### src/rtl/mixed_radix_index_unit_macros.svh
// ----------------------------------------------------------------------------
// Mixed radix index unit assertion macros
// Concurrent assertion wrappers on clk and rst; they are empty for synthesis.
// ----------------------------------------------------------------------------
`ifndef MIXED_RADIX_INDEX_UNIT_MACROS_SVH
`define MIXED_RADIX_INDEX_UNIT_MACROS_SVH
`ifndef SYNTHESIS
// Same-cycle implication
`define MRI_ASSERT_IMP(label, ante, cons, msg) \
  label: assert property (@(posedge clk) disable iff (rst) (ante) |-> (cons)) \
    else $error(msg);
// Next-cycle implication
`define MRI_ASSERT_NXT(label, ante, cons, msg) \
  label: assert property (@(posedge clk) disable iff (rst) (ante) |=> (cons)) \
    else $error(msg);
`else
`define MRI_ASSERT_IMP(label, ante, cons, msg)
`define MRI_ASSERT_NXT(label, ante, cons, msg)
`endif
`endif

### src/rtl/mri_pkg.sv
`timescale 1ns / 1ps
// ----------------------------------------------------------------------------
// Mixed radix index unit package
// Field widths, command codes and the structs shared by the lanes, the
// pipeline steps and the merging stage.
// ----------------------------------------------------------------------------
package mri_pkg;

  localparam int COORD_BITS     = 8;
  localparam int INDEX_BITS     = 32;
  localparam int AXIS_BITS      = 3;
  localparam int NDIM_BITS      = 4;
  localparam int WORD_BITS      = 64;
  localparam int AXIS_WORD_BITS = 24;
  localparam int IDX_PORT_BITS  = 32;
  localparam int ADDR_BITS      = 5;
  localparam int SHIFT_BITS     = $clog2(COORD_BITS + 1);

  localparam logic [1:0] CMD_ENCODE = 2'd0;
  localparam logic [1:0] CMD_DECODE = 2'd1;
  localparam logic [1:0] CMD_NEXT   = 2'd2;

  // Per storage position settings, derived from the registers
  typedef struct packed {
    logic [AXIS_BITS-1:0]  axis;
    logic                  active;
    logic [COORD_BITS-1:0] radix;
    logic [COORD_BITS-1:0] row_radix;
    logic [INDEX_BITS:0]   rcp;
    logic [SHIFT_BITS-1:0] rcp_shift;
  } lane_cfg_t;

  // Item state as it travels down the position chain
  typedef struct packed {
    logic [1:0]            cmd;
    logic [WORD_BITS-1:0]  coords;
    logic [INDEX_BITS-1:0] row0;
    logic [INDEX_BITS-1:0] rest;
    logic [INDEX_BITS-1:0] stride;
    logic                  stride_ovf;
    logic [INDEX_BITS-1:0] sum;
    logic                  sum_ovf;
    logic [INDEX_BITS-1:0] rows;
    logic                  rows_ovf;
  } pipe_t;

endpackage

### src/rtl/mri_step.sv
`timescale 1ns / 1ps
// ----------------------------------------------------------------------------
// Mixed radix index pipeline step
// Handles one storage position in two registered halves: multiply, then
// quotient, digit and accumulation.
// ----------------------------------------------------------------------------
module mri_step #(
  parameter int MAX_DIMS = 8,
  parameter int POS      = 0
) (
  input  logic                clk,
  input  logic                rst,
  input  mri_pkg::lane_cfg_t  cfg,
  input  logic                in_valid,
  output logic                in_ready,
  input  mri_pkg::pipe_t      in_data,
  input  logic [MAX_DIMS-1:0][mri_pkg::COORD_BITS-1:0] in_digits,
  output logic                out_valid,
  input  logic                out_ready,
  output mri_pkg::pipe_t      out_data,
  output logic [MAX_DIMS-1:0][mri_pkg::COORD_BITS-1:0] out_digits
);
  import mri_pkg::*;

  localparam int WideBits = INDEX_BITS + COORD_BITS;

  typedef struct packed {
    pipe_t                 base;
    logic [2*INDEX_BITS:0] prod;
    logic [WideBits-1:0]   term;
    logic [WideBits-1:0]   stride_wide;
    logic [WideBits-1:0]   rows_wide;
    logic                  digit_nz;
  } mid_t;

  mid_t                  a;
  mid_t                  a_next;
  logic                  a_valid;
  logic                  a_ready;
  logic                  b_ready;
  logic [MAX_DIMS-1:0][COORD_BITS-1:0] a_digits;
  logic [MAX_DIMS-1:0][COORD_BITS-1:0] digits_next;
  logic [COORD_BITS-1:0] coord_sel;
  logic [COORD_BITS-1:0] digit_in;
  logic [2*INDEX_BITS:0] shifted;
  logic [INDEX_BITS-1:0] quot;
  logic [WideBits-1:0]   qr;
  logic [INDEX_BITS-1:0] rem_full;
  logic                  term_ovf;
  logic [INDEX_BITS:0]   sum_full;
  pipe_t                 b_next;

  assign b_ready  = !out_valid || out_ready;
  assign a_ready  = !a_valid || b_ready;
  assign in_ready = a_ready;

  // First half: start the reciprocal multiply and the stride products
  always_comb begin
    coord_sel = in_data.coords[cfg.axis*COORD_BITS +: COORD_BITS];
    digit_in  = cfg.active ? coord_sel : '0;
    a_next.base = in_data;
    a_next.prod = {{(INDEX_BITS+1){1'b0}}, in_data.rest} * {{INDEX_BITS{1'b0}}, cfg.rcp};
    a_next.term = {{INDEX_BITS{1'b0}}, digit_in} * {{COORD_BITS{1'b0}}, in_data.stride};
    a_next.stride_wide = {{COORD_BITS{1'b0}}, in_data.stride} *
                         {{INDEX_BITS{1'b0}}, cfg.radix};
    a_next.rows_wide   = {{COORD_BITS{1'b0}}, in_data.rows} *
                         {{INDEX_BITS{1'b0}}, cfg.row_radix};
    a_next.digit_nz = digit_in != '0;
  end

  always_ff @(posedge clk) begin
    if (rst) begin
      a_valid <= 1'b0;
    end else if (a_ready) begin
      a_valid <= in_valid;
    end
  end

  always_ff @(posedge clk) begin
    if (a_ready) begin
      a        <= a_next;
      a_digits <= in_digits;
    end
  end

  // Second half: quotient, digit, and accumulation with sticky overflow flags
  always_comb begin
    shifted  = a.prod >> cfg.rcp_shift;
    quot     = shifted[INDEX_BITS +: INDEX_BITS];
    qr       = {{COORD_BITS{1'b0}}, quot} * {{INDEX_BITS{1'b0}}, cfg.radix};
    rem_full = a.base.rest - qr[INDEX_BITS-1:0];
    term_ovf = (a.base.stride_ovf && a.digit_nz) || (a.term[WideBits-1:INDEX_BITS] != '0);
    sum_full = {1'b0, a.base.sum} + {1'b0, a.term[INDEX_BITS-1:0]};

    b_next            = a.base;
    b_next.rest       = quot;
    b_next.sum        = sum_full[INDEX_BITS-1:0];
    b_next.sum_ovf    = a.base.sum_ovf || term_ovf || sum_full[INDEX_BITS];
    b_next.stride     = a.stride_wide[INDEX_BITS-1:0];
    b_next.stride_ovf = a.base.stride_ovf || (a.stride_wide[WideBits-1:INDEX_BITS] != '0);
    b_next.rows       = a.rows_wide[INDEX_BITS-1:0];
    b_next.rows_ovf   = a.base.rows_ovf || (a.rows_wide[WideBits-1:INDEX_BITS] != '0);

    digits_next      = a_digits;
    digits_next[POS] = rem_full[COORD_BITS-1:0];
  end

  always_ff @(posedge clk) begin
    if (rst) begin
      out_valid <= 1'b0;
    end else if (b_ready) begin
      out_valid <= a_valid;
    end
  end

  always_ff @(posedge clk) begin
    if (b_ready) begin
      out_data   <= b_next;
      out_digits <= digits_next;
    end
  end

endmodule

### config.mk
export PLATFORM = sky130hd
export DESIGN_NAME = mri_step
export DESIGN_NICKNAME = d
export VERILOG_FILES = /design/src/rtl/mixed_radix_index_unit_macros.svh /design/src/rtl/mri_pkg.sv /design/src/rtl/mri_step.sv
export SDC_FILE = /design/constraint.sdc
export NUM_CORES = 2
export LEC_CHECK = 0
export ABC_AREA = 1
export CAP_MARGIN = 20
export CORE_MARGIN = 2
export CORE_UTILIZATION = 35
export DETAILED_ROUTE_END_ITERATION = 8
export DONT_BUFFER_PORTS = 1
export HOLD_SLACK_MARGIN = 0.08
export SYNTH_ARGS = -nofsm -noshare
export SYNTH_HDL_FRONTEND = slang
export SYNTH_SLANG_ARGS = --single-unit
### constraint.sdc
create_clock -name clk -period 35.5 [get_ports clk]
set_input_delay 1.775 -clock clk [delete_from_list [all_inputs] [get_ports clk]]
set_output_delay 1.775 -clock clk [all_outputs]
set_load 0.005 [all_outputs]
# Yosys cells after proc, flatten, opt, wreduce, memory -nomap -nowiden
# Index checks and enable logic that the tools add are counted.
# W data, S select, Z words.
# word_totals
register_bits	678
# op_classes
add_sub_neg	2
n_mul	5
shift	2
mux	1
reduce_logical	14
# op_table
operator	count
$mul A32 B8 Y40	2
$mul A32 B33 Y65	1
$shr A65 B4 Y64	1
$shiftx A64 B7 Y8	1
$mul A8 B32 Y40	1
$add A32 B32 Y33	1
$mul A32 B8 Y8	1
$reduce_bool A8 Y1	4
$mux W8	1
$sub A8 B8 Y8	1
$logic_or A1 B1 Y1	7
$logic_not A1 Y1	2
$logic_and A1 B1 Y1	1

# Depth between registers and ports, before layout
# depth
depth_word	4
ltp_mapped	34

# Worst setup path after synthesis
# No wires, ideal clock.
# synth_timing
path_kind	in2reg
start	in out_ready
end	reg a[0] (netlist name), enable pin
arrival_ns	9.660
required_time_ns	32.017
setup_slack_ns	22.357
path_stages	2
n_path_buf	0
cell_sequence	inv_1 -> nand3_1
# synth_between
elab_chain_cells	2
# synth_lines
item	line_no	source
start: declaration	mri_step.sv:19	input logic out_ready,
$logic_or A1 B1 Y1	mri_step.sv:53	assign b_ready = !out_valid || out_ready;
$logic_or A1 B1 Y1	mri_step.sv:54	assign a_ready = !a_valid || b_ready;
named net in_ready	mri_step.sv:15	output logic in_ready,
end signal: assignment	mri_step.sv:81	a <= a_next;
end: declaration	mri_step.sv:36	mid_t a;
# The timed path passes the listed nets, and every way through them passes these cells.
# A chain may end at the register's enable or synchronous reset.

==> results.cfg <==
[synth]
yosys-top-cells-count = inv_1, nand2_1, fa_1
syn-num-nets = 11600
syn_inst = 9309
syn_avg_cell_area_um2 = 8.93
ys.warnings.count = 0
synth_most_common_cell = inv_1
syn-cell-area_mm2 = 0.0832
yosys.area.top_type = fa_1
synth-seq-area-share_pct = 23.3
synth_area_leaders = fa_1, edfxtp_1, inv_1
synth_cell_type_count = 52
synth.top_cell.area_share_pct = 35.7
async_reset_ff_share_pct = 0
synth_edf_count = 644
synth_flop_cell = edfxtp_1
ys_seq_elements = 646

[drt]
drc = 0
drtPass1Iterations = 7
vias = 60500
ant_nets = 0
drt_iter0_drc = 4345
via_per_inst = 4.95
wl_mm = 250
detail_route.wl_per_cell_um = 20.4

[cells_and_area]
final_core_util_pct = 37.3
fin_cells = 12200
final_nets = 11300
drive_above_1_share_pct = 1.68
syn_to_final_growth_pct = 5.77

[clock_network]
clk_latency_ps = 700
htreeDepth = 3
root_buffer = clkbuf_16
cts.clk_slew.worst_paths_ps = 60
cts_tree = yes
numCtsBuffers = 69
postCtsSetupBuffers = 0
cts_resized = 0
cts_sinks = 646
hold_buffers = 0
clockBufferDepth = 3

[worst_setup_path]
end_kind = flip-flop
cp_max_fo = 33
critPathSlowestCell = fa_1
start_kind = primary input
criticalPathCategory = in2reg
crit_family = adder cells
crit_start = in_data[108]
r2r_start = a[170]
critical_path.cell_chain = nand2_1 > fa_1 > inv_1 > fa_1 > fa_1 > inv_1 > fa_1 > inv_1 > fa_1 > fa_1 > fa_1 > inv_1 > fa_1 > inv_1 > ha_1 > a21oi_1 > inv_1 > a21oi_1 > a21boi_0 > nand2_1 > a221oi_1 > a21o_1 > nand2_1
cpMostUsedCell = fa_1
crit_buf_inv = 6
required_ps = 35920
worst_ep_arrival_time_ps = 8330
max_stage_delay_ps = 590

[timing]
min_period_ps = 7910
rsz0062_at_grt = false
finalSetupViolations = 0
tightest_slew_ps = 988
slew_violations = 0
max_freq_ghz = 0.126
max_slew_margin_pct = 34.1
skew_ps = 47.3
hold_violations = 0
post-route-period-util_pct = 22.3
fin_setup_tns_ps = 0

[hold_path]
min_path_type = reg2reg
hp-start = a[65]

[global_route]
grt_first_pass_wirelength_mm = 388
grt_pass1_vias = 65300
antenna_found_initial = 20
grt_usage_pct = 20.8
grt_overflow = 0
grt_max_degree = 73

[floorplanning]
start_util_pct = 35.3
die_h_um = 491
dieWidth_um = 491
die_area_mm2 = 0.242
std_cell_rows = 178
ios = 649
core_area_mm2 = 0.236

[place]
dp_hpwl_mm = 201
routabilityCongestion = 0.941
portBuffers = 0
place_inst = 12100

[status]
status = complete, no violations

[job]
cap_violations = 0
## metrics by stage
stage                     worst slack (ps)  area, um2  hold WS [ps]
after floorplan                      22360      83200           400
after global routing                 27220      87900           411
after CTS                            27590      87900           409
after global placement               26890      85700           401
after detailed placement             26870      85700           405
final                                27590      88000           406
## layout by cell type (no fill, tap or decap), types with 12 or more instances in the layout
cell / count
xnor2_1: 50
a21oi_1: 254
buf_4: 17
clkbuf_16: 69
edfxtp_1: 644
a21o_1: 25
o211ai_1: 12
o221ai_1: 20
o21ai_0: 186
nor4_1: 20
inv_1: 2437
nand4_1: 28
xor2_1: 127
nor2_1: 435
mux2i_1: 17
nor3_1: 22
nand3_1: 181
o21a_1: 14
a31oi_1: 69
ha_1: 495
fa_1: 1482
o21bai_1: 20
nand2_1: 2293
clkinv_1: 15
## routing by layer
metal	wire length (um)	global-route usage (%)
met3	17900	3.72
met1	93900	24.5
met4	11900	9.29
met5	117	0
met2	126000	37.0
## final timing paths
path,endpoint,slack (ps),depth (start not counted)
min,out_data[91],410,0
max reg2reg,out_digits[7],29960,22
min reg2reg,out_data[91],410,0
max,a[174],27590,23
## kinds of logic (layout without fill, tap and decap cells)
logic type / count (synthesis) / count (layout) / share of synthesized area, %
buffers and inverters: 2846 / 2590 / 13.0
xor gates and xnor gates: 178 / 178 / 1.89
DFF: 646 / 646 / 23.3
muxes: 17 / 17 / 0.205
other: 0 / 9 / 0
and+or+nand+nor: 3007 / 3007 / 14.1
adders and majority gates: 1977 / 1977 / 43.1
AOI/OAI and AO/OA: 638 / 638 / 4.36
## layout make-up
cell class,count,area (um2)
inverters,2447,9190
multi-input cells,5817,53000
diodes,9,22.5
clock inverters,48,504
fillers,23700,148000
flip-flops and latches,646,19400
well taps,3150,3940
clock buffers,77,1760
repair buffers,18,155
## flip-flops by register name (all words and copies together) (netlist names)
name        count
a             295
a_digits       56
a_valid         1
out_digits     64
out_data      229
out_valid       1
Power is not shown: default switching activity piles up to over one toggle a cycle in this logic, so the estimate is an artifact.
