==> src/rtl/mixed_radix_index_unit_macros.svh <==
// ----------------------------------------------------------------------------
// Mixed radix index unit assertion macros
// Concurrent assertion wrappers on clk and rst; they are empty for synthesis.
// ----------------------------------------------------------------------------
`ifndef MIXED_RADIX_INDEX_UNIT_MACROS_SVH
`define MIXED_RADIX_INDEX_UNIT_MACROS_SVH
`ifndef SYNTHESIS
// Same-cycle implication
`define MRI_ASSERT_IMP(label, ante, cons, msg) \
  label: assert property (@(posedge clk) disable iff (rst) (ante) |-> (cons)) \
    else $error(msg);
// Next-cycle implication
`define MRI_ASSERT_NXT(label, ante, cons, msg) \
  label: assert property (@(posedge clk) disable iff (rst) (ante) |=> (cons)) \
    else $error(msg);
`else
`define MRI_ASSERT_IMP(label, ante, cons, msg)
`define MRI_ASSERT_NXT(label, ante, cons, msg)
`endif
`endif

==> src/rtl/mri_pkg.sv <==
`timescale 1ns / 1ps
// ----------------------------------------------------------------------------
// Mixed radix index unit package
// Field widths, command codes and the structs shared by the lanes, the
// pipeline steps and the merging stage.
// ----------------------------------------------------------------------------
package mri_pkg;

  localparam int COORD_BITS     = 8;
  localparam int INDEX_BITS     = 32;
  localparam int AXIS_BITS      = 3;
  localparam int NDIM_BITS      = 4;
  localparam int WORD_BITS      = 64;
  localparam int AXIS_WORD_BITS = 24;
  localparam int IDX_PORT_BITS  = 32;
  localparam int ADDR_BITS      = 5;
  localparam int SHIFT_BITS     = $clog2(COORD_BITS + 1);

  localparam logic [1:0] CMD_ENCODE = 2'd0;
  localparam logic [1:0] CMD_DECODE = 2'd1;
  localparam logic [1:0] CMD_NEXT   = 2'd2;

  // Per storage position settings, derived from the registers
  typedef struct packed {
    logic [AXIS_BITS-1:0]  axis;
    logic                  active;
    logic [COORD_BITS-1:0] radix;
    logic [COORD_BITS-1:0] row_radix;
    logic [INDEX_BITS:0]   rcp;
    logic [SHIFT_BITS-1:0] rcp_shift;
  } lane_cfg_t;

  // Item state as it travels down the position chain
  typedef struct packed {
    logic [1:0]            cmd;
    logic [WORD_BITS-1:0]  coords;
    logic [INDEX_BITS-1:0] row0;
    logic [INDEX_BITS-1:0] rest;
    logic [INDEX_BITS-1:0] stride;
    logic                  stride_ovf;
    logic [INDEX_BITS-1:0] sum;
    logic                  sum_ovf;
    logic [INDEX_BITS-1:0] rows;
    logic                  rows_ovf;
  } pipe_t;

endpackage

==> src/rtl/mri_merge.sv <==
`timescale 1ns / 1ps
// ----------------------------------------------------------------------------
// Mixed radix index merging stage
// Scatters decoded digits to their coordinates, steps the odometer and
// forms the registered result.
// ----------------------------------------------------------------------------
module mri_merge #(
  parameter int MAX_DIMS = 8
) (
  input  logic                               clk,
  input  logic                               rst,
  input  logic [mri_pkg::NDIM_BITS-1:0]      num_used,
  input  logic [mri_pkg::WORD_BITS-1:0]      radices,
  input  mri_pkg::lane_cfg_t                 cfg [MAX_DIMS],
  input  logic                               in_valid,
  output logic                               in_ready,
  input  mri_pkg::pipe_t                     in_data,
  input  logic [MAX_DIMS-1:0][mri_pkg::COORD_BITS-1:0] in_digits,
  output logic                               out_valid,
  input  logic                               out_ready,
  output logic [mri_pkg::IDX_PORT_BITS-1:0]  out_index,
  output logic [mri_pkg::WORD_BITS-1:0]      out_coords,
  output logic                               out_of_range,
  output logic                               wrapped
);
  import mri_pkg::*;

  logic [COORD_BITS-1:0]    dig;
  logic [COORD_BITS-1:0]    cur;
  logic [COORD_BITS-1:0]    rad;
  logic [COORD_BITS:0]      inc;
  logic                     last;
  logic                     above;
  logic [WORD_BITS-1:0]     dec_coords;
  logic [WORD_BITS-1:0]     nxt_coords;
  logic                     enc_oor;
  logic                     dec_oor;
  logic [IDX_PORT_BITS-1:0] index_next;
  logic [WORD_BITS-1:0]     coords_next;
  logic                     oor_next;
  logic                     wrap_next;

  assign in_ready = !out_valid || out_ready;

  always_comb begin
    // Most significant position naming a coordinate wins
    dec_coords = '0;
    for (int c = 0; c < MAX_DIMS; c++) begin
      dig = '0;
      for (int p = MAX_DIMS - 1; p >= 0; p--) begin
        if (cfg[p].active && cfg[p].axis == AXIS_BITS'(c)) dig = in_digits[p];
      end
      dec_coords[c*COORD_BITS +: COORD_BITS] = dig;
    end

    // Odometer: last used coordinate turns fastest
    nxt_coords = '0;
    above      = 1'b1;
    cur        = '0;
    rad        = '0;
    inc        = '0;
    last       = 1'b0;
    for (int k = MAX_DIMS - 1; k >= 0; k--) begin
      if (NDIM_BITS'(k) < num_used) begin
        cur = in_data.coords[k*COORD_BITS +: COORD_BITS];
        rad = radices[k*COORD_BITS +: COORD_BITS];
        if (rad == '0) rad = COORD_BITS'(1);
        inc  = {1'b0, cur} + (COORD_BITS+1)'(1);
        last = inc >= {1'b0, rad};
        if (above) begin
          nxt_coords[k*COORD_BITS +: COORD_BITS] = last ? '0 : inc[COORD_BITS-1:0];
        end else begin
          nxt_coords[k*COORD_BITS +: COORD_BITS] = cur;
        end
        above = above && last;
      end
    end

    enc_oor = in_data.sum_ovf || (!in_data.rows_ovf && in_data.sum >= in_data.rows);
    dec_oor = !in_data.rows_ovf && in_data.row0 >= in_data.rows;

    index_next  = '0;
    coords_next = '0;
    oor_next    = 1'b0;
    wrap_next   = 1'b0;
    case (in_data.cmd)
      CMD_ENCODE: begin
        index_next = IDX_PORT_BITS'(in_data.sum);
        oor_next   = enc_oor;
      end
      CMD_DECODE: begin
        coords_next = dec_coords;
        oor_next    = dec_oor;
      end
      CMD_NEXT: begin
        coords_next = nxt_coords;
        wrap_next   = above;
      end
      default: begin
        index_next = '0;
      end
    endcase
  end

  always_ff @(posedge clk) begin
    if (rst) begin
      out_valid <= 1'b0;
    end else if (in_ready) begin
      out_valid <= in_valid;
    end
  end

  always_ff @(posedge clk) begin
    if (in_ready) begin
      out_index    <= index_next;
      out_coords   <= coords_next;
      out_of_range <= oor_next;
      wrapped      <= wrap_next;
    end
  end

endmodule

==> config.mk <==
export PLATFORM = sky130hd
export DESIGN_NAME = mri_merge
export DESIGN_NICKNAME = d
export VERILOG_FILES = /design/src/rtl/mixed_radix_index_unit_macros.svh /design/src/rtl/mri_pkg.sv /design/src/rtl/mri_merge.sv
export SDC_FILE = /design/constraint.sdc
export NUM_CORES = 1
export LEC_CHECK = 0
export BUFFER_PORTS_ARGS = -buffer_cell sky130_fd_sc_hd__buf_2
export CAP_MARGIN = 20
export CORE_AREA = 10 10 352 354
export CTS_BUF_LIST = sky130_fd_sc_hd__clkbuf_4 sky130_fd_sc_hd__clkbuf_8 sky130_fd_sc_hd__clkbuf_16
export DETAILED_ROUTE_END_ITERATION = 16
export DIE_AREA = 0 0 362 364
export GPL_TIMING_DRIVEN = 0
export SYNTH_ARGS = -nofsm -noshare
export SYNTH_HDL_FRONTEND = slang
export SYNTH_SLANG_ARGS = --single-unit
export TNS_END_PERCENT = 20
==> constraint.sdc <==
create_clock -name clk -period 4.74 [get_ports clk]
set_input_delay 0.237 -clock clk [delete_from_list [all_inputs] [get_ports clk]]
set_output_delay 0.237 -clock clk [all_outputs]
set_load 0.01 [all_outputs]
# After elaboration in Yosys (flattened, before gate mapping)
# Index checks and enable logic that the tools add are counted.
# op_classes
n_addsub	8
multipliers	0
n_div	0
n_lt_le_gt_ge	18
n_eq_ne	58
shifts	0
muxes	113
bitwise	0
reduce_logical	94
# ops
op	n
2-to-1 mux 8 bit	103
case mux 64 bit (2 select lines)	1
equality test 3 bit, second input constant	32
logical AND 1 bit	73
adder 8 x 1 -> 9 bit, second input constant	8
>= comparator 9 x 8 -> 1 bit	8
>= comparator 32 bit	2
logical NOT 8 bit	8
equality test 3 x 2 -> 1 bit, second input constant	16
equality test 3 x 1 -> 1 bit, second input constant	8
logical NOT 3 bit	8
less-than comparator 3 x 4 -> 1 bit, first input constant	4
less-than comparator 1 x 4 -> 1 bit, first input constant	2
less-than comparator 2 x 4 -> 1 bit, first input constant	2
2-to-1 mux 1 bit	8
equality test 2 x 1 -> 1 bit, second input constant	1
equality test 2 bit, second input constant	1
logical NOT 1 bit	2
logical NOT 2 bit	1
logical OR 1 bit	2
case mux 1 bit (2 select lines)	1
# word_totals
reg_bits	99
latchBits	0
mem_bits_rw	0
rom_bits	0
out_inout_bits	100
word_cells	296
memories	0

# Longest topological paths before layout
# Gate-level depths: netlist of the first run.
# logic_depth
word_depth	20
ltp_mapped	16
mapped_depth_nobuf	13

# Least setup slack after synthesis of the first run
# OpenSTA, ideal clock, no wires.
# synth_timing
path_kind	in2reg
from	input in_data[203] (netlist bit)
to	register out_coords[31] (netlist bit) (data pin)
arrival_ns	3.179
required_ns	4.479
path_slack_ns	1.300
path_stages	12
path_cell_list	ha_1 and3_1 and3_1 xor2_1 ha_1 and3_1 nand3_1 o21ai_0 nor2_1 a2111oi_4 a21bo_1 a311o_1
# synth_via
elab_chain_cells	9
# synth_rtl
element	line_no	source
from (decl)	mri_merge.sv:17	input mri_pkg::pipe_t in_data,
adder 8 x 1 -> 9 bit *	mri_merge.sv:68	inc = {1'b0, cur} + (COORD_BITS+1)'(1);
>= comparator 9 x 8 -> 1 bit *	mri_merge.sv:69	last = inc >= {1'b0, rad};
logical AND 1 bit *	mri_merge.sv:75	above = above && last;
2-to-1 mux 1 bit *	mri_merge.sv:64	if (NDIM_BITS'(k) < num_used) begin
logical AND 1 bit	mri_merge.sv:75	
2-to-1 mux 1 bit *	mri_merge.sv:64	
2-to-1 mux 8 bit *	mri_merge.sv:70	if (above) begin
2-to-1 mux 8 bit *	mri_merge.sv:64	
case mux 64 bit (2 select lines) *	mri_merge.sv:86	case (in_data.cmd)
named net coords_next[31]	mri_merge.sv:39	logic [WORD_BITS-1:0] coords_next;
to (signal assigned)	mri_merge.sv:116	out_coords <= coords_next;
to (decl)	mri_merge.sv:22	output logic [mri_pkg::WORD_BITS-1:0] out_coords,
# Mark *: on every way through the listed nets, which the timed path passes. The rest lies on a longest branch.
# A chain may end at the register's enable or synchronous reset.

# Final worst setup path of the first run
# layout_timing
from	input in_data[203] (netlist bit)
to	register out_coords[21] (netlist bit) (data pin)
# layout_via
elab_chain_cells	11
# layout_rtl
element	line_no
adder 8 x 1 -> 9 bit *	mri_merge.sv:68
>= comparator 9 x 8 -> 1 bit *	mri_merge.sv:69
logical AND 1 bit *	mri_merge.sv:75
2-to-1 mux 1 bit *	mri_merge.sv:64
logical AND 1 bit	mri_merge.sv:75
2-to-1 mux 1 bit *	mri_merge.sv:64
logical AND 1 bit	mri_merge.sv:75
2-to-1 mux 1 bit *	mri_merge.sv:64
2-to-1 mux 8 bit *	mri_merge.sv:70
2-to-1 mux 8 bit *	mri_merge.sv:64
case mux 64 bit (2 select lines) *	mri_merge.sv:86
named net coords_next[21]	mri_merge.sv:39
# Marks and branches as above.

==> results.ini, run 1 <==
[run_status]
status=completed

[synthesis]
synth_edf_count=98
synth_cell_types=82
synth_flop_cell=edfxtp_1
syn_inst=1837
syn_area_per_cell_um2=7.54
ys_seq_area_frac=0.214
synthesis.nets=2797
synthArstFlopShare=0
synth_warnings=0
synth_seq_cells=99
synth.cell_area_um2=13900

[power]
intPower_mw=2.02
p_per_area_nw_per_um2=193
p_leak_nw=7.39
p_comb_frac=0.426
vdd_drop_max_mv=0.165
sw_frac_of_total=0.422
switchingPower_mw=1.48
clkPwrFrac=0.263
finalPower_mw=3.50
pwr-share-seq=0.311

[timing]
worstMarginPinSlew_ns=1.07
finalCritPeriodShare=0.964
final-setup-viol-count=0
final.setup.tns_ns=0
report.final.slew_viol_count=0
fmax_mhz=219
rsz0062_at_grt=no
finalWorstSetupSlack_ns=0.170
timing_hold_violations_final=0
clock_skew_ns=0.0137
period_minus_slack_ns=4.57
max-slew-margin-rel=0.283

[grt]
antenna_found_initial=85
grt_pass1_wl_um=132000
grt_pass1_vias=15900
grt_usage=0.142
grt_start_max_net_pins=57
grt-ovfl-total=0

[critical_path]
endpoint_kind=flop
slowest_stage=a21oi_1
cp_data_required_time_ns=4.87
crit_buf_inv=3
r2r_slack_ns=3.03
worst-setup-path-type=in2reg
crit_arrival_ns=4.70
worstReg2RegStart=out_valid
path_max_fanout=10
critPathMostFrequentCell=and3_1
max_stage_delay_ns=0.52
cp-startpoint=in_data[203]
crit_chain=buf_2, ha_1, and3_1, and3_1, xor2_1, ha_1, and3_1, nand3_1, o21ai_1, a2bb2oi_1, o211ai_2, buf_6, clkbuf_1, nor4_1, o211ai_1, a21oi_1
critPathTopFamily=compound AO/OA/AOI/OAI gates
cp-start-kind=input pin

[worst_hold_path]
timing.hold.worst.class=in2reg
hold_start=in_valid

[clocking]
root_buffer=clkbuf_16
clk_latency_ns=0.39
cts_setup_buffers=0
cts.clk_slew.worst_paths_ns=0.09
cts_tree=yes
cts_htree_levels=3
numCtsBuffers=9
cts_sinks=99
clock_path_buffers=2

[place]
gp_congestion=0.939
post-dp-hpwl_um=86300
pre_cts_ws_ns=-0.493
portBuffers=382

[final_layout]
fin_nets=3194
nFillCells=13500
drive_above_1_share=0.194
area_delta_synth_final_pct=31.1

[floorplanning]
die-area_um2=132000
die_w_um=362
die_h_um=364
core_area_um2=117000
initial_utilization=0.118
pin_count=921
rows=126

[route]
vias=17400
drc=0
drtIter0Drc=2018
via_per_inst=4.58
drt_pre_antenna_iters=7
wl_per_cell_um=26.2
routed_wirelength_um=99600
drtAntennaViolNets=0

[job]
drv_cap=0

==> routing by layer <==
metal	routed length, µm	GRT usage
met4	3680	0.0425
met1	40000	0.172
met3	12500	0.0669
met5	522	0
met2	42800	0.220
==> area by class of cell <==
cell class	count	area, µm²	share of cell area
timing repair buffer	386	1960	0.108
multi-input combinational	1510	10000	0.553
sequential	99	2960	0.163
clock inverter	7	110	0.00606
buffer	119	467	0.0257
clock buffer	9	225	0.0124
tap	1536	1920	0.106
antenna	28	70.1	0.00386
inverter	109	409	0.0225
==> kinds of logic after synthesis <==
logic type      share of synthesized area
compound gates                      0.312
xor+xnor                           0.0360
fa+ha+maj                           0.126
buf+inv                            0.0632
flops                               0.214
mux                               0.00515
simple gates                        0.245
==> repair_timing <==
action / CTS / global route
setup endpoints to repair: 1 / 0
hold buffers: 1 / 0
gates resized for setup: 1 / 0
hold endpoints to repair: 1 / 0
==> path summary, 6_finish.rpt <==
kind                    endpoint  depth (start not counted)
setup / recovery  out_coords[21]                         16
hold / removal         out_valid                          3
setup reg to reg  out_coords[14]                          2
hold reg to reg        out_valid                          2
==> power by group through the flow <==
stage / Combinational, mW / Clock, mW / Sequential [mW]
floorplan: 0.714 / 0 / 1.12
global placement: 1.46 / 0 / 1.11
detailed placement: 1.48 / 0 / 1.10
CTS: 1.49 / 0.960 / 1.09
global route: 1.61 / 0.988 / 1.09
finish: 1.49 / 0.920 / 1.09
==> per-stage QoR <==
step                 util  hold WS (ns)  cell area, µm²  std cells
floorplan               -         0.306           13900       1837
global placement    0.151         0.397           17700       3755
detailed placement  0.151         0.399           17700       3757
CTS                 0.154        0.0334           18100       3774
global route        0.155        0.0437           18100       3784
finish              0.155        0.0693           18200       3803
==> cell usage after synthesis (5+ instances only) <==
cell       instances  area (µm²)
o21a_1            10        75.1
and4b_1            8        80.1
a21o_1            32         240
a21oi_1          119         596
xnor2_1           30         263
nand4bb_1          8        90.1
and2_1            41         257
nand4_1           19         119
o211ai_1          34         255
o21ai_0          144         721
nor3_1            44         220
nor2_1           114         428
a41o_1             8        80.1
a221oi_1          20         175
o22ai_1           48         300
a32oi_1            5        43.8
a211oi_1          78         586
nor4bb_1           8        80.1
edfxtp_1          98        2940
nand3_1           95         475
mux2i_1            6        60.1
or3_1              6        37.5
a311o_1           15         150
nor4b_1            6        52.6
nand4b_1          10        87.6
buf_1             26        97.6
nor2b_1           25         156
xor2_1            27         236
a31oi_1           55         344
clkbuf_1          82         308
clkbuf_2          10        50.1
nand2b_1          20         125
o21ai_1           10        50.1
inv_1            109         409
a2bb2oi_1         21         184
ha_1             139        1740
nor4_1            22         138
and3_1            22         138
o221ai_1          17         149
o31ai_1            6        45.0
a22oi_1            7        52.6
nand2_1          174         653
==> sequential cells by signal (all words and copies together), names as in the netlist <==
register	flops
out_coords	64
out_index	32
out_of_range	1
out_valid	1
wrapped	1
==> worst register-to-register path: cells and delay by family, from the launching register on <==
family / cells / cell delay (ns)
simple gates: 1 / 0.57
flops: 1 / 0.34
buf+inv: 1 / 0.35
==> cells in the final DEF, fill, tap and decap left out, types with 11 or more instances in the layout <==
cell / synthesis / layout
o221ai_1: 17 / 17
nand3_1: 95 / 95
o21ai_1: 10 / 11
clkbuf_1: 82 / 82
nor3_1: 44 / 43
buf_2: 0 / 383
a311o_1: 15 / 15
nand4_1: 19 / 19
a221oi_1: 20 / 20
a211oi_1: 78 / 78
inv_1: 109 / 109
ha_1: 139 / 139
a21o_1: 32 / 32
and2_1: 41 / 41
a31oi_1: 55 / 55
nor2_1: 114 / 114
diode_2: 0 / 28
edfxtp_1: 98 / 98
nand2_1: 174 / 174
buf_1: 26 / 26
nor2b_1: 25 / 25
clkbuf_2: 10 / 11
a21oi_1: 119 / 119
o21ai_0: 144 / 143
o22ai_1: 48 / 48
xnor2_1: 30 / 30
xor2_1: 27 / 27
and3_1: 22 / 22
nor4_1: 22 / 22
o211ai_1: 34 / 34
a2bb2oi_1: 21 / 21
nand2b_1: 20 / 19
(Power assumes the default switching activity.)
==> run 2, diff against run 1 <==
- GPL_TIMING_DRIVEN: 0 -> 1
==> results.ini, run 2 (synthesis gave the netlist of run 1 again) <==
[timing]
max-slew-margin-rel=0.233  ; -0.0500
final.setup.tns_ns=0  ; unchanged
clock_skew_ns=0.0128  ; -0.000892 ns
finalCritPeriodShare=0.855  ; -0.109
worstMarginPinSlew_ns=1.13  ; +0.0635 ns
report.final.slew_viol_count=0  ; unchanged
final-setup-viol-count=0  ; unchanged
fmax_mhz=247  ; +13%
holdWs_ns=0.0541  ; -0.0151 ns
rsz0062_at_grt=no
timing_hold_violations_final=0  ; unchanged
period_minus_slack_ns=4.05  ; -0.517 ns

[critical_path]
cp_data_required_time_ns=4.84  ; -0.03 ns
ff2ff_path_depth=2  ; unchanged
cp-start-kind=input pin
r2r-end=out_coords[3]
crit_arrival_ns=4.15  ; -0.55 ns
endpoint_kind=flop
worstReg2RegStart=out_valid
r2r_slack_ns=2.63  ; -0.40 ns
path_max_fanout=19  ; +9
worst-setup-path-type=in2reg

[clocking]
clk_latency_ns=0.40  ; about the same
cts.clk_slew.worst_paths_ns=0.09  ; about the same
clock_path_buffers=2  ; unchanged
cts_htree_levels=3  ; unchanged
cts_tree=yes
root_buffer=clkbuf_16
numCtsBuffers=9  ; unchanged
cts_sinks=99  ; unchanged
ctsResizeCount=0  ; -1

[route]
drtAntennaViolNets=0  ; unchanged
drtIter0Drc=2071  ; +2.6%
drt_pre_antenna_iters=7  ; unchanged
drc=0  ; unchanged
wl_per_cell_um=26.4  ; +0.82%
routed_wirelength_um=99100  ; -0.47%
via_per_inst=4.55  ; -0.76%
vias=17100  ; -2.0%

[place]
gp_congestion=0.975  ; +3.9%
post-dp-hpwl_um=85000  ; -1.5%
portBuffers=431  ; +13%

[floorplanning]
die_w_um=362  ; unchanged
pin_count=921  ; unchanged
die_h_um=364  ; unchanged
rows=126  ; unchanged
die-area_um2=132000  ; unchanged
core_area_um2=117000  ; unchanged
initial_utilization=0.118  ; unchanged

[grt]
antenna_found_initial=77  ; -9.4%
grt_usage=0.141  ; -0.000336
grt-ovfl-total=0  ; unchanged
grt_pass1_vias=15700  ; -1.5%
grt_pass1_wl_um=131000  ; -0.39%
grt_start_max_net_pins=68  ; +19%

[run_status]
status=completed

[power]
p_comb_frac=0.438  ; +0.012
sw_frac_of_total=0.428  ; +0.00604
clkPwrFrac=0.249  ; -0.014
vdd_drop_max_mv=0.194  ; +17%
p_per_area_nw_per_um2=191  ; -0.74%
p_leak_nw=7.53  ; +1.9%
switchingPower_mw=1.48  ; +0.38%
intPower_mw=1.98  ; -2.1%
pwr-share-seq=0.313  ; +0.002

[final_layout]
nFillCells=13500  ; +0.23%
fin_nets=3152  ; -1.3%
final_cell_mix=431 x buf_2, 173 x nand2_1, 144 x o21ai_0
drive_above_1_share=0.228  ; +0.0347
largest_reg_flops=64  ; unchanged
final_common_cell=buf_2
regMostFlops=out_coords
area_delta_synth_final_pct=30.7
largest_registers=out_coords (64), out_index (32)

[worst_hold_path]
worstHoldPathCells=3  ; unchanged
hold_end=out_valid
hold_start=in_valid
timing.hold.worst.class=in2reg

[job]
drv_cap=0  ; unchanged

-- run 2: cell types whose count changed in the layout (fill, tap and decap cells not counted), sizes merged --
cell      delta
buf         +50
clkinvlp     +1
inv          +1
clkbuf      -92
diode        -7
bufinv       -1
clkinv       -1
-- run 2: power groups by stage --
stage | Combinational (mW) | Clock [mW] | Sequential [mW]
global placement | 1.48 | 0 | 1.10
detailed placement | 1.49 | 0 | 1.10
global route | 1.62 | 0.919 | 1.09
CTS | 1.50 | 0.892 | 1.08
finish | 1.52 | 0.862 | 1.08
floorplan | 0.714 | 0 | 1.12
-- run 2: per-layer routing --
layer,up-vias,track usage,part of all wire
li1,7752,-,-
met1,8033,0.178,0.41
met2,999,0.220,0.43
met3,196,0.0581,0.12
met4,86,0.0388,0.034
met5,-,0,0.0053
-- run 2: layout make-up --
type,instances,area (µm²),area share
Antenna cell,21,52.6,0.00290
Clock buffer,9,225,0.0124
Clock inverter,7,82.6,0.00456
Inverter,109,409,0.0226
Multi-Input combinational cell,1510,10000,0.555
Sequential cell,99,2960,0.164
Tap cell,1536,1920,0.106
Timing Repair Buffer,463,2410,0.133
-- run 2: how the worst max path moves through the flow --
| stage | start | to | slack [ns] | cells after the start |
|---|---|---|---|---|
| floorplan | in_data[203] | out_coords[31] | 1.30 | 12 |
| global placement | in_data[187] | out_coords[18] | 0.37 | 15 |
| detailed placement | in_data[187] | out_coords[18] | 0.33 | 15 |
| CTS | in_data[187] | out_coords[18] | 0.78 | 15 |
| global route | in_data[203] | out_coords[19] | 0.46 | 16 |
| finish | in_data[187] | out_coords[18] | 0.69 | 15 |
-- run 2: timing repair --
item | CTS | global route
buffers inserted | 0 | 0
hold endpoints to repair | 1 | 0
hold buffers | 1 | 0
-- run 2: per-stage QoR --
stage / setup slack, ns / total power, mW / utilization / cell area, µm² / instances
after global routing: 0.459 / 3.63 / 0.154 / 18100 / 3744
after floorplan: 1.30 / 1.83 / - / 13900 / 1837
after global placement: 0.367 / 2.58 / 0.151 / 17700 / 3714
after detailed placement: 0.335 / 2.59 / 0.151 / 17700 / 3714
final: 0.687 / 3.46 / 0.155 / 18100 / 3754
after CTS: 0.780 / 3.48 / 0.154 / 18000 / 3731
-- run 2: worst max-delay path: stages --
cell and delay (ns):
buf_2 0.14, ha_1 0.22, and3_1 0.28, nand3_1 0.17
xnor2_1 0.22, ha_1 0.28, and3_1 0.19, a221o_1 0.32
a31oi_1 0.30, a32oi_1 0.14, o211ai_2 0.46, buf_4 0.36
nor2_1 0.11, and4b_1 0.22, a311o_1 0.46
